**src/rtl/core/btbr_pkg.sv**
```systemverilog
// Shared types and constants for the branch target buffer resolve unit.
`timescale 1ns / 1ps

package btbr_pkg;

  localparam int unsigned ADDR_W    = 64;
  localparam int unsigned SIZE_W    = 4;
  localparam int unsigned KIND_W    = 3;
  localparam int unsigned PEN_W     = 10;
  localparam int unsigned STALL_W   = 11;
  localparam int unsigned CNT_W     = 32;
  localparam int unsigned SET_SHIFT = 2;
  // width of the address once the byte-in-word bits are dropped
  localparam int unsigned VAL_W     = ADDR_W - SET_SHIFT;

  localparam int unsigned IN_TDATA_W  = 200;
  localparam int unsigned OUT_TDATA_W = 208;

  localparam logic [KIND_W-1:0] KIND_COND = 3'd0;

  localparam int unsigned CFG_IDX_W = 2;
  localparam logic [CFG_IDX_W-1:0] REG_MISS_PEN    = 2'd0;
  localparam logic [CFG_IDX_W-1:0] REG_MISPRED_PEN = 2'd1;

  typedef struct packed {
    logic              valid;
    logic [KIND_W-1:0] kind;
    logic [ADDR_W-1:0] address;
    logic [ADDR_W-1:0] target;
    logic [ADDR_W-1:0] stamp;
  } btbr_entry_t;

  typedef struct packed {
    logic              hit;
    logic [KIND_W-1:0] kind;
    logic [ADDR_W-1:0] target;
  } btbr_scan_t;

endpackage

```
**src/rtl/core/btbr_set_index.sv**
```systemverilog
// Set index unit: (address >> 2) mod SETS, a mask or a 4-bit-per-cycle remainder loop.
`timescale 1ns / 1ps

module btbr_set_index #(
  parameter int unsigned SETS  = 512,
  parameter int unsigned SET_W = 9
) (
  input  logic                      clk_i,
  input  logic                      rst_ni,
  input  logic                      start_i,
  input  logic [btbr_pkg::VAL_W-1:0] value_i,
  output logic                      done_o,
  output logic [SET_W-1:0]          set_o
);
  import btbr_pkg::*;

  if ((SETS & (SETS - 1)) == 0) begin : g_pow2
    logic             done_q;
    logic [SET_W-1:0] set_q;

    always_ff @(posedge clk_i or negedge rst_ni) begin
      if (!rst_ni) begin
        done_q <= 1'b0;
      end else begin
        done_q <= start_i;
      end
    end

    always_ff @(posedge clk_i) begin
      if (start_i) begin
        set_q <= SET_W'(value_i & VAL_W'(SETS - 1));
      end
    end

    assign done_o = done_q;
    assign set_o  = set_q;
  end else begin : g_iter
    localparam int unsigned DIG   = 4;
    localparam int unsigned STEPS = (VAL_W + DIG - 1) / DIG;
    localparam int unsigned SH_W  = STEPS * DIG;
    localparam int unsigned STP_W = $clog2(STEPS);
    localparam logic [STP_W-1:0] LAST_STEP = STP_W'(STEPS - 1);

    logic             busy_q;
    logic             done_q;
    logic [STP_W-1:0] step_q;
    logic [SH_W-1:0]  sh_q;
    logic [SET_W-1:0] rem_q;
    logic [SET_W-1:0] rem_d;

    // one restoring step per bit: r = (2r + b) mod SETS, r stays below SETS
    always_comb begin
      logic [SET_W:0] t;
      rem_d = rem_q;
      for (int i = 0; i < DIG; i++) begin
        t = {rem_d, sh_q[SH_W-1-i]};
        if (t >= (SET_W + 1)'(SETS)) begin
          t = t - (SET_W + 1)'(SETS);
        end
        rem_d = t[SET_W-1:0];
      end
    end

    always_ff @(posedge clk_i or negedge rst_ni) begin
      if (!rst_ni) begin
        busy_q <= 1'b0;
        done_q <= 1'b0;
        step_q <= '0;
      end else begin
        done_q <= busy_q && (step_q == LAST_STEP);
        if (start_i) begin
          busy_q <= 1'b1;
          step_q <= '0;
        end else if (busy_q) begin
          step_q <= step_q + 1'b1;
          if (step_q == LAST_STEP) begin
            busy_q <= 1'b0;
          end
        end
      end
    end

    always_ff @(posedge clk_i) begin
      if (start_i) begin
        sh_q  <= SH_W'(value_i);
        rem_q <= '0;
      end else if (busy_q) begin
        sh_q  <= sh_q << DIG;
        rem_q <= rem_d;
      end
    end

    assign done_o = done_q;
    assign set_o  = rem_q;
  end

endmodule

```
**config.mk**
```make
export PLATFORM = sky130hd
export DESIGN_NAME = btbr_set_index
export DESIGN_NICKNAME = d
export VERILOG_FILES = /design/src/rtl/core/btbr_pkg.sv /design/src/rtl/core/btbr_set_index.sv
export SDC_FILE = /design/constraint.sdc
export NUM_CORES = 1
export LEC_CHECK = 0
export ABC_AREA = 0
export BUFFER_PORTS_ARGS = -buffer_cell sky130_fd_sc_hd__buf_2
export CORE_MARGIN = 4
export CORE_UTILIZATION = 20
export CTS_CLUSTER_DIAMETER = 40
export DETAILED_ROUTE_END_ITERATION = 16
export PLACE_DENSITY = 0.76
export SYNTH_ARGS = -nofsm -noshare
export SYNTH_HDL_FRONTEND = slang
export SYNTH_SLANG_ARGS = --single-unit
```
**constraint.sdc**
```tcl
create_clock -name clk_i -period 0.8 [get_ports clk_i]
set_input_delay 0.04 -clock clk_i [delete_from_list [all_inputs] [get_ports clk_i]]
set_output_delay 0.04 -clock clk_i [all_outputs]
set_load 0.01 [all_outputs]
```
After elaboration in Yosys (flattened, before gate mapping)
Index checks and enable logic that the tools add are counted. W data, S select, Z words.

Bits in registers: 10. Bits in latches: 0. RAM bits: 0. Bits in read-only memories: 0. Memories: 0.

Add/sub/neg operators: 0. $mul: 0. Div/mod/pow operators: 0. Magnitude comparators: 0. Equal/unequal tests: 0. Shifts and indexed selects: 0. Mux-type cells: 0. Bitwise gates (word level): 0. Reductions and logical operators: 0.

Logic depth before layout (Yosys ltp)
Depth after elaboration: 0. Depth in mapped cells: 0. Gate-level depth less buffers: 0.

Least setup slack after synthesis
Ideal clock, no wire load.

Kind: register to output. Start: reg g_pow2.set_q[0] (netlist: set_o[0]). End: out set_o[0]. Data arrival time: 0.394 ns. Required time: 0.760 ns. Path slack: 0.366 ns. Cell stages (with the launch flop): 1. Path buffers: 0. Cell sequence: edfxtp_1.

RTL lines: start: declaration (RTL line btbr_set_index.sv:19) `logic [SET_W-1:0] set_q;`; start signal: assignment (RTL line btbr_set_index.sv:31) `set_q <= SET_W'(value_i & VAL_W'(SETS - 1));`; end: declaration (RTL line btbr_set_index.sv:13) `output logic [SET_W-1:0] set_o`.

No word-level cell between the ends.

Worst setup path after layout
Start: reg g_pow2.set_q[1] (netlist: set_o[1]). End: out set_o[1].

No word-level cell between the ends.

==> run metrics <==
WL/cell=~12 um; Setup Viol. Count Final=7; Unique masters post-synth=2; number of global-route vias before repair=about 210; clk buf depth=2; failing checks=setup timing; global-route wire length before repair=1.04 mm; grt total ovfl=0; worst hold path class=in2reg; slew margin rel.=roughly 86%; Slowest cell on crit path=edfxtp_1; Fmax achieved=1200 MHz; Port Buffer Count=21; row count=13; CP Launch Type=flop; status=complete, but fails checks; RSZ-0062 raised after global routing=true; RePlAce Congestion=approximately 0.71; Crit path required time=~760 ps; post-synthesis area per instance=roughly 30 um^2; total clock sinks=10; Slew Viols, Final=0; initial antenna violation count=0; TritonCTS buffer count=3; Via-to-Cell Ratio=between 3 and 4; Post-Synthesis Cells=10; H-tree depth=1; Worst path top cell family by delay=flip-flops; leading area contributor after synthesis=edfxtp_1; CP max stage delay=380 ps; PD cells=~2200 mW/mm^2; effective utilization at floorplan=a little over a fifth; Critical Path AT=around 800 ps; drt initial violations=2; DR DRC count=0; ant diodes=0; Mapped Area=between 200 and 300 um^2; Area Overhead vs Synth=88.1%; synthesized flop and latch total=10; DRT Wirelength=721 um; area of the multi-input gates=0 um^2; Clock Pin Slew Worst Setup and Hold Paths=60 ps; Area contributors post-synth=edfxtp_1 92%, dfrtp_1 8.5%; final setup TNS=-96.2 ps; die span in y=approximately 46 um; Final Hold Viols=0; max-cap violations=0; antenna violation net count after detailed routing=0; Crit. End Element=output pin; Leakage=0.245 nW; die width=46.4 um; largest net degree at the start of global routing=11; share of layout cells above drive strength 1=between 50% and 60%; final instance area=556 um^2; clk root buf=clkbuf_4; IO Pins=75; fin nets=111; yosys warns=0; Worst-Margin Slew=214 ps; crit-path max FO=1; worst setup margin=-36.0 ps; CTS tree=yes; fraction of the yosys area taken by sequential cells=100%; fin crit period=about 840 ps; gr usage total=7.95%; CP bufs+invs=1; top-area cell type share of the netlist area=roughly nine tenths; #MultiIn Comb=0; fin util=41.1%; placed cell areas=419 um^2; area of the core=~0.0014 mm^2; Worst Path Class, Setup=reg2out; Die ar.=about 0.0022 mm^2; period utilization=104%; drt pass-1 iters=3; crit path cell chain=buf_2; Vias=around 230; post-CTS resize count=0; Synthesized Nets=75; Worst VDD drop=1.19 mV
[layout make-up]
| type | instances | area [um^2] |
|---|---|---|
| flip-flops and latches | 10 | 295 |
| fillers | 132 | 795 |
| clock buffers | 4 | 36.3 |
| repair buffers | 31 | 205 |
| well taps | 15 | 18.8 |
[cell usage in the layout, fill, tap and decap left out]
cell type      Yosys  routed
clkbuf_8           0       1
clkbuf_4           0       3
dlygate4sd3_1      0      10
dfrtp_1            1       1
edfxtp_1           9       9
buf_2              0      21
[power by group]
group / leakage (nW) / total, mW / internal (mW) / switching (mW)
Combinational: 0.124 / 0.132 / 0.0752 / 0.0565
Sequential: 0.0997 / 0.623 / 0.613 / 0.00950
Clock: 0.0210 / 0.446 / 0.276 / 0.169
[final timing paths]
| path | from | endpoint | cells past startpoint |
|---|---|---|---|
| setup / recovery | set_o[1] | set_o[1] | 1 |
| hold / removal | start_i | done_o | 1 |
| max in group asynchronous | rst_ni | done_o | 2 |
| min in group asynchronous | rst_ni | done_o | 2 |
[flip-flops by register name (all words and copies together), names as in the netlist]
signal / count
done_o: 1
set_o: 9
[routing by layer]
| metal | GRT usage [%] | vias to the layer above | wire length (um) |
|---|---|---|---|
| met5 | 0 | - | 0 |
| met4 | 6.82 | 0 | 9 |
| met3 | 5.86 | 2 | 154 |
| met2 | 9.62 | 24 | 265 |
| met1 | 8.92 | 90 | 291 |
| li1 | - | 109 | - |
[logic make-up after synthesis]
logic type / Yosys count / share of synthesized area (%)
flip-flops: 10 / 100
[cells in the mapped netlist]
cell type,instances
edfxtp_1,9
dfrtp_1,1
[per-stage QoR]
stage	total power, mW	setup slack (ps)	instances	hold WS [ps]
final	1.20	-36.0	60	19.3
after global routing	1.27	-84.1	60	10.0
after CTS	1.22	-49.0	60	10.9
after detailed placement	0.731	222	46	-184
after global placement	0.728	243	46	-184
after floorplan	0.657	366	10	-256
[repair_timing]
action	CTS	global route
setup buffers	0	0
endpoints found under the hold margin	10	0
hold buffers	10	0
setup endpoints to repair	9	10
(Power assumes the default switching activity.)
