**src/rtl/core/btbr_pkg.sv**
```systemverilog
// Shared types and constants for the branch target buffer resolve unit.
`timescale 1ns / 1ps

package btbr_pkg;

  localparam int unsigned ADDR_W    = 64;
  localparam int unsigned SIZE_W    = 4;
  localparam int unsigned KIND_W    = 3;
  localparam int unsigned PEN_W     = 10;
  localparam int unsigned STALL_W   = 11;
  localparam int unsigned CNT_W     = 32;
  localparam int unsigned SET_SHIFT = 2;
  // width of the address once the byte-in-word bits are dropped
  localparam int unsigned VAL_W     = ADDR_W - SET_SHIFT;

  localparam int unsigned IN_TDATA_W  = 200;
  localparam int unsigned OUT_TDATA_W = 208;

  localparam logic [KIND_W-1:0] KIND_COND = 3'd0;

  localparam int unsigned CFG_IDX_W = 2;
  localparam logic [CFG_IDX_W-1:0] REG_MISS_PEN    = 2'd0;
  localparam logic [CFG_IDX_W-1:0] REG_MISPRED_PEN = 2'd1;

  typedef struct packed {
    logic              valid;
    logic [KIND_W-1:0] kind;
    logic [ADDR_W-1:0] address;
    logic [ADDR_W-1:0] target;
    logic [ADDR_W-1:0] stamp;
  } btbr_entry_t;

  typedef struct packed {
    logic              hit;
    logic [KIND_W-1:0] kind;
    logic [ADDR_W-1:0] target;
  } btbr_scan_t;

endpackage

```
**src/rtl/core/btbr_way_scan.sv**
```systemverilog
// Shared way compare unit: tag match, first invalid way and oldest stamp, one way per step.
`timescale 1ns / 1ps

module btbr_way_scan #(
  parameter int unsigned WAY_W = 2
) (
  input  logic                       clk_i,
  input  logic                       rst_ni,
  input  logic                       clear_i,
  input  logic                       step_i,
  input  logic [WAY_W-1:0]           way_i,
  input  btbr_pkg::btbr_entry_t      entry_i,
  input  logic [btbr_pkg::ADDR_W-1:0] addr_i,
  output logic                       match_o,
  output btbr_pkg::btbr_scan_t       result_o,
  output logic [WAY_W-1:0]           sel_way_o
);
  import btbr_pkg::*;

  logic              hit_q;
  logic              inv_q;
  logic [WAY_W-1:0]  hit_way_q;
  logic [WAY_W-1:0]  vic_q;
  logic [ADDR_W-1:0] tgt_q;
  logic [KIND_W-1:0] kind_q;
  logic [ADDR_W-1:0] min_q;
  logic              older;

  assign match_o = entry_i.valid && (entry_i.address == addr_i);
  // strict compare keeps the lowest way on equal stamps
  assign older   = (way_i == '0) || (min_q > entry_i.stamp);

  always_ff @(posedge clk_i or negedge rst_ni) begin
    if (!rst_ni) begin
      hit_q <= 1'b0;
      inv_q <= 1'b0;
    end else if (clear_i) begin
      hit_q <= 1'b0;
      inv_q <= 1'b0;
    end else if (step_i) begin
      if (match_o) begin
        hit_q <= 1'b1;
      end
      if (!entry_i.valid) begin
        inv_q <= 1'b1;
      end
    end
  end

  always_ff @(posedge clk_i) begin
    if (step_i && !clear_i) begin
      if (match_o) begin
        hit_way_q <= way_i;
        tgt_q     <= entry_i.target;
        kind_q    <= entry_i.kind;
      end
      if (!inv_q) begin
        if (!entry_i.valid) begin
          vic_q <= way_i;
        end else if (older) begin
          vic_q <= way_i;
          min_q <= entry_i.stamp;
        end
      end
    end
  end

  assign result_o.hit    = hit_q;
  assign result_o.kind   = kind_q;
  assign result_o.target = tgt_q;
  assign sel_way_o       = hit_q ? hit_way_q : vic_q;

endmodule

```
**config.mk**
```make
export PLATFORM = sky130hd
export DESIGN_NAME = btbr_way_scan
export DESIGN_NICKNAME = d
export VERILOG_FILES = /design/src/rtl/core/btbr_pkg.sv /design/src/rtl/core/btbr_way_scan.sv
export SDC_FILE = /design/constraint.sdc
export NUM_CORES = 1
export LEC_CHECK = 0
export ABC_AREA = 1
export BUFFER_PORTS_ARGS = -buffer_cell sky130_fd_sc_hd__buf_2
export CORE_MARGIN = 3
export CORE_UTILIZATION = 25
export DETAILED_ROUTE_END_ITERATION = 10
export PLACE_DENSITY = 0.53
export SLEW_MARGIN = 20
export SYNTH_ARGS = -nofsm -noshare
export SYNTH_HDL_FRONTEND = slang
export SYNTH_SLANG_ARGS = --single-unit
```
**constraint.sdc**
```tcl
create_clock -name clk_i -period 4.8 [get_ports clk_i]
set_input_delay 0.48 -clock clk_i [delete_from_list [all_inputs] [get_ports clk_i]]
set_output_delay 0.48 -clock clk_i [all_outputs]
set_load 0.1 [all_outputs]
```
# == Word-level counts from Yosys, hierarchy flattened ==
# Cells that the tools add are included.
# classes
n_mux,9
n_reduce_logical,12
magnitude_cmp,1
bitwise,1
eq_ne,3
# op_table
cell,count
64-bit == test,1
64-bit greater-than comparator,1
1-bit 2-to-1 mux,6
2-bit 2-to-1 mux,3
2-bit AND reduction,3
4-bit AND reduction,1
2-bit nonzero test,2
3-bit AND reduction,1
1-bit logical AND,2
2-bit logical NOT,1
2-bit by 1-bit != test with 1-bit output (second input constant),1
2-bit != test (second input constant),1
1-bit logical NOT,1
1-bit logical OR,1
1-bit NOT,1
# totals
input_bits,266
output_inout_bits,71
register_bits,137
elab_cells,33

# == Logic depth before layout (Yosys ltp) ==
# depth
depth_word,5
ltp_mapped,19
ltp_nobuf,19

# == Least setup slack after synthesis ==
# OpenSTA, ideal clock, no wires.
# synth_timing
path_type,input -> register
start,input entry_i[55] in the netlist's numbering
end,register min_q[0] (enable)
t_arrival_ns,4.593
path_stages,10
n_path_buf,0
setup_ns,0.507
path_slack_ns,-0.300
required_ns,4.293
cell_sequence,inv_1 > ha_1 > nand2_1 > nor4_1 > nand2_1 > nor2_1 > nand2_1 > nand2_1 > nand2_1 > a21oi_1
# synth_via
elab_chain_cells,3
# synth_lines
item,line_no,text
start: declaration,btbr_way_scan.sv:12,"input btbr_pkg::btbr_entry_t entry_i,"
64-bit greater-than comparator,btbr_way_scan.sv:31,assign older = (way_i == '0) || (min_q > entry_i.stamp);
1-bit logical OR,btbr_way_scan.sv:31,
4-bit AND reduction (no line),-,
end signal: assignment,btbr_way_scan.sv:62,min_q <= entry_i.stamp;
end: declaration,btbr_way_scan.sv:26,logic [ADDR_W-1:0] min_q;
# Every way passes these cells.
# A chain may end at the register's enable or synchronous reset.

# == Worst setup path in the final report ==
# layout_timing
start,input addr_i[11] in the netlist's numbering
end,output match_o
# layout_via
elab_chain_cells,2
# layout_lines
item,line_no,text
start: declaration,btbr_way_scan.sv:13,"input logic [btbr_pkg::ADDR_W-1:0] addr_i,"
64-bit == test,btbr_way_scan.sv:29,assign match_o = entry_i.valid && (entry_i.address == addr_i);
1-bit logical AND,btbr_way_scan.sv:29,
end: declaration,btbr_way_scan.sv:14,"output logic match_o,"
# Every way passes these cells.

==> metrics.md <==
| Metric | Value |
|---|---|
| Seq/Total Area, Yosys | `55.7%` |
| Hold buffer count at CTS | `1` |
| Hold_ws | `230 ps` |
| Status | `finished clean` |
| Synth Cell Area | `7360 um2` |
| YS warnings | `0` |
| Yosys cell types | `33` |
| Area share of the largest cell type after synthesis | `55.1%` |
| First-pass detailed-route iteration total | `4` |
| Remaining DRCs | `0` |
| I/O pins | `337` |
| Setup TNS | `0 ps` |
| Mux share of post-synthesis cell area | `0%` |
| Yosys reg bits | `137` |
| WP data required | `4320 ps` |
| Total wire length | `22400 um` |
| Wire length per cell | `15.1 um` |
| Final nets | `1418` |
| Crit path DAT | `2210 ps` |
| Detail-routed via count per cell | `4.16` |
| Pwr dens | `297 nW/um2` |
| Vias | `6174` |
| Max H-tree Level | `4` |
| Gr ovfl total | `0` |
| Setup violations, final | `0` |
| Slew margin rel. | `39.9%` |
| Post-CTS resize count | `0` |
| Fmax | `0.371 GHz` |
| TritonCTS buffer count | `17` |
| Post-layout min period | `2690 ps` |
| Die Y | `178 um` |
| Commonest non-fill, non-tap cell in the layout | `buf_2` |
| Compound-cell area share of the yosys netlist | `4.08%` |
| Initial antenna violation count | `7` |
| Synthesized instance count | `730` |
| Least-Margin Pin Slew | `901 ps` |
| Layout cells sized above 1 | `36.3%` |
| Area Overhead vs Synth | `38.1%` |
| Post-route ant nets | `0` |
| Top cells by area in the synthesized netlist | `edfxtp_1 55%, ha_1 11%, nand2_1 7.4%` |
| Final WS setup | `2110 ps` |
| Post-Synth Simple-Gate Area | `19.8%` |
| Worst hold stages | `1` |
| Max-Cap Viols | `0` |
| Die W | `178 um` |
| Core Region | `28900 um2` |
| Rows | `62` |
| Clock Skews | `9.13 ps` |
| Half-perimeter wire length after placement | `18900 um` |
| Routability Congestion | `0.907` |
| Synth Area in XOR/XNOR | `1.90%` |
| Largest net degree at the start of global routing | `70` |
| Post-Synth Adder-Cell Area | `10.9%` |
| Clk_lat worst skew | `420 ps` |
| Clk Tree Root Cell | `clkbuf_16` |
| Final hold violations | `0` |
| Initial Util | `25.5%` |
| Crit end category | `output port` |
| Postcts setup bufs | `0` |
| Cell accounting for the most synthesized area | `edfxtp_1` |
| Dpl ws | `1840 ps` |
| Final Cycle Share | `56.1%` |
| Initial DRC count | `272` |
| Main combinational cell family by area after synthesis | `simple AND/OR/NAND/NOR gates` |
| Most frequent cells in the layout | `336 x buf_2, 145 x nand2_1, 135 x edfxtp_1, 134 x inv_1, 64 x ha_1` |
| Syn_area_per_cell | `10.1 um2` |
| Port Buf Inserts | `336` |
| Setup CP Type | `in2out` |
| Clock sink count | `137` |
| Static Leak | `4.92 nW` |
| Die area | `31500 um2` |
| Via count of the first global-routing pass | `6276` |
| Post-Syn Nets | `1060` |
| Reg2Reg Depth | `10` |
| CTS clock-pin slew for the worst setup and hold paths | `60 ps` |
| First-pass GRT wire length | `33300 um` |
| Worst Setup Start Kind | `primary input` |
| GRT Total Usage | `13.9%` |
| Maximum VDD drop | `0.223 mV` |
| Worst Hold Class | `in2reg` |
| Crit Path Max Fanout | `3` |
| Longest Clk Path Bufs | `2` |
| Count of pins over their slew limit | `0` |
| Pwr Total | `3.02 mW` |
| CTS tree | `built` |
| RSZ-0062 raised after global routing | `no` |
cells by family (layout without fill, tap and decap cells):
kind of cell,Yosys count,count (layout)
buffers and inverters,148,518
other,0,1
XOR/XNOR,16,16
adder cells (fa/ha/maj),64,64
flip-flops,137,137
AND/OR/NAND/NOR,310,310
AO/OA/AOI/OAI,55,55
state kept, by name, indices dropped and copies added (netlist names):
| signal | cells |
|---|---|
| vic_q | 2 |
| hit_way_q | 2 |
| tgt_q | 64 |
| hit_q | 1 |
| min_q | 64 |
| inv_q | 1 |
| kind_q | 3 |
worst max-delay path, cell delays in order:
cell	delay, ps
buf_2	110
nand2_1	80
nand2_1	60
nor4_1	360
nand3_1	210
nor3b_4	230
nand3_2	150
inv_1	90
buf_2	430
area by class of cell:
| class | instances | area, um2 |
|---|---|---|
| clock buffers | 18 | 429 |
| well taps | 384 | 480 |
| repair buffers | 340 | 1710 |
| flip-flops and latches | 137 | 4100 |
| inverters | 147 | 552 |
| diodes | 1 | 2.50 |
| clock inverters | 13 | 169 |
| multi-input cells | 445 | 2720 |
| fillers | 3034 | 18700 |
cell usage after synthesis:
cell and count:
nand3_1 16, or2_0 3, or2_2 14, ha_1 64, nand3b_1 2, o2111a_1 1, o21a_1 3, o21ai_1 8
nor2_1 45, nor2_2 2, nand3_2 1, o22ai_1 5, xnor2_1 3, or2_1 22, and3_1 1, nor4_1 8
a21oi_1 30, dfrtp_1 2, a21boi_1 1, nand2_1 145, nand4_1 37, nor4_2 1, edfxtp_1 135, nor3b_4 1
clkinv_1 2, inv_2 11, nor3_1 10, buf_4 1, a21o_1 1, o21ai_0 6, inv_1 134, xor2_1 13
nor3b_1 2
stage by stage:
stage | cell area, um2 | std cells | util (%)
6_report | 10200 | 1485 | 35.2
5_1_grt | 10200 | 1484 | 35.2
4_1_cts | 10200 | 1484 | 35.2
3_5_place_dp | 9560 | 1452 | 33.1
3_3_place_gp | 9560 | 1452 | 33.1
2_1_floorplan | 7370 | 730 | -
metal layers:
metal | part of all wire (%) | routed length [um] | track usage [%]
met1 | 40 | 8900 | 15.7
met2 | 49 | 11100 | 24.0
met3 | 8.5 | 1910 | 4.64
met4 | 2.2 | 503 | 5.86
met5 | 0.31 | 69 | 0
report_power, final:
part           internal [mW]  switching [mW]
Clock                  0.821           0.518
Sequential              1.33         0.00362
Combinational          0.160           0.190
Total                   2.31           0.712
path summary, 6_finish.rpt:
check | to | from | slack, ps
worst max-delay path | match_o | addr_i[11] | 2110
worst min-delay path | tgt_q[11]$_DFFE_PP_ | entry_i[75] | 230
worst max register to register | min_q[23]$_DFFE_PP_ | min_q[55]$_DFFE_PP_ | 2140
worst min register to register | inv_q$_DFFE_PN0P_ | inv_q$_DFFE_PN0P_ | 530
max in group asynchronous | hit_q$_DFFE_PN0P_ | rst_ni | 4280
min in group asynchronous | inv_q$_DFFE_PN0P_ | rst_ni | 420
Note: power is estimated with default switching activity, not from simulation.
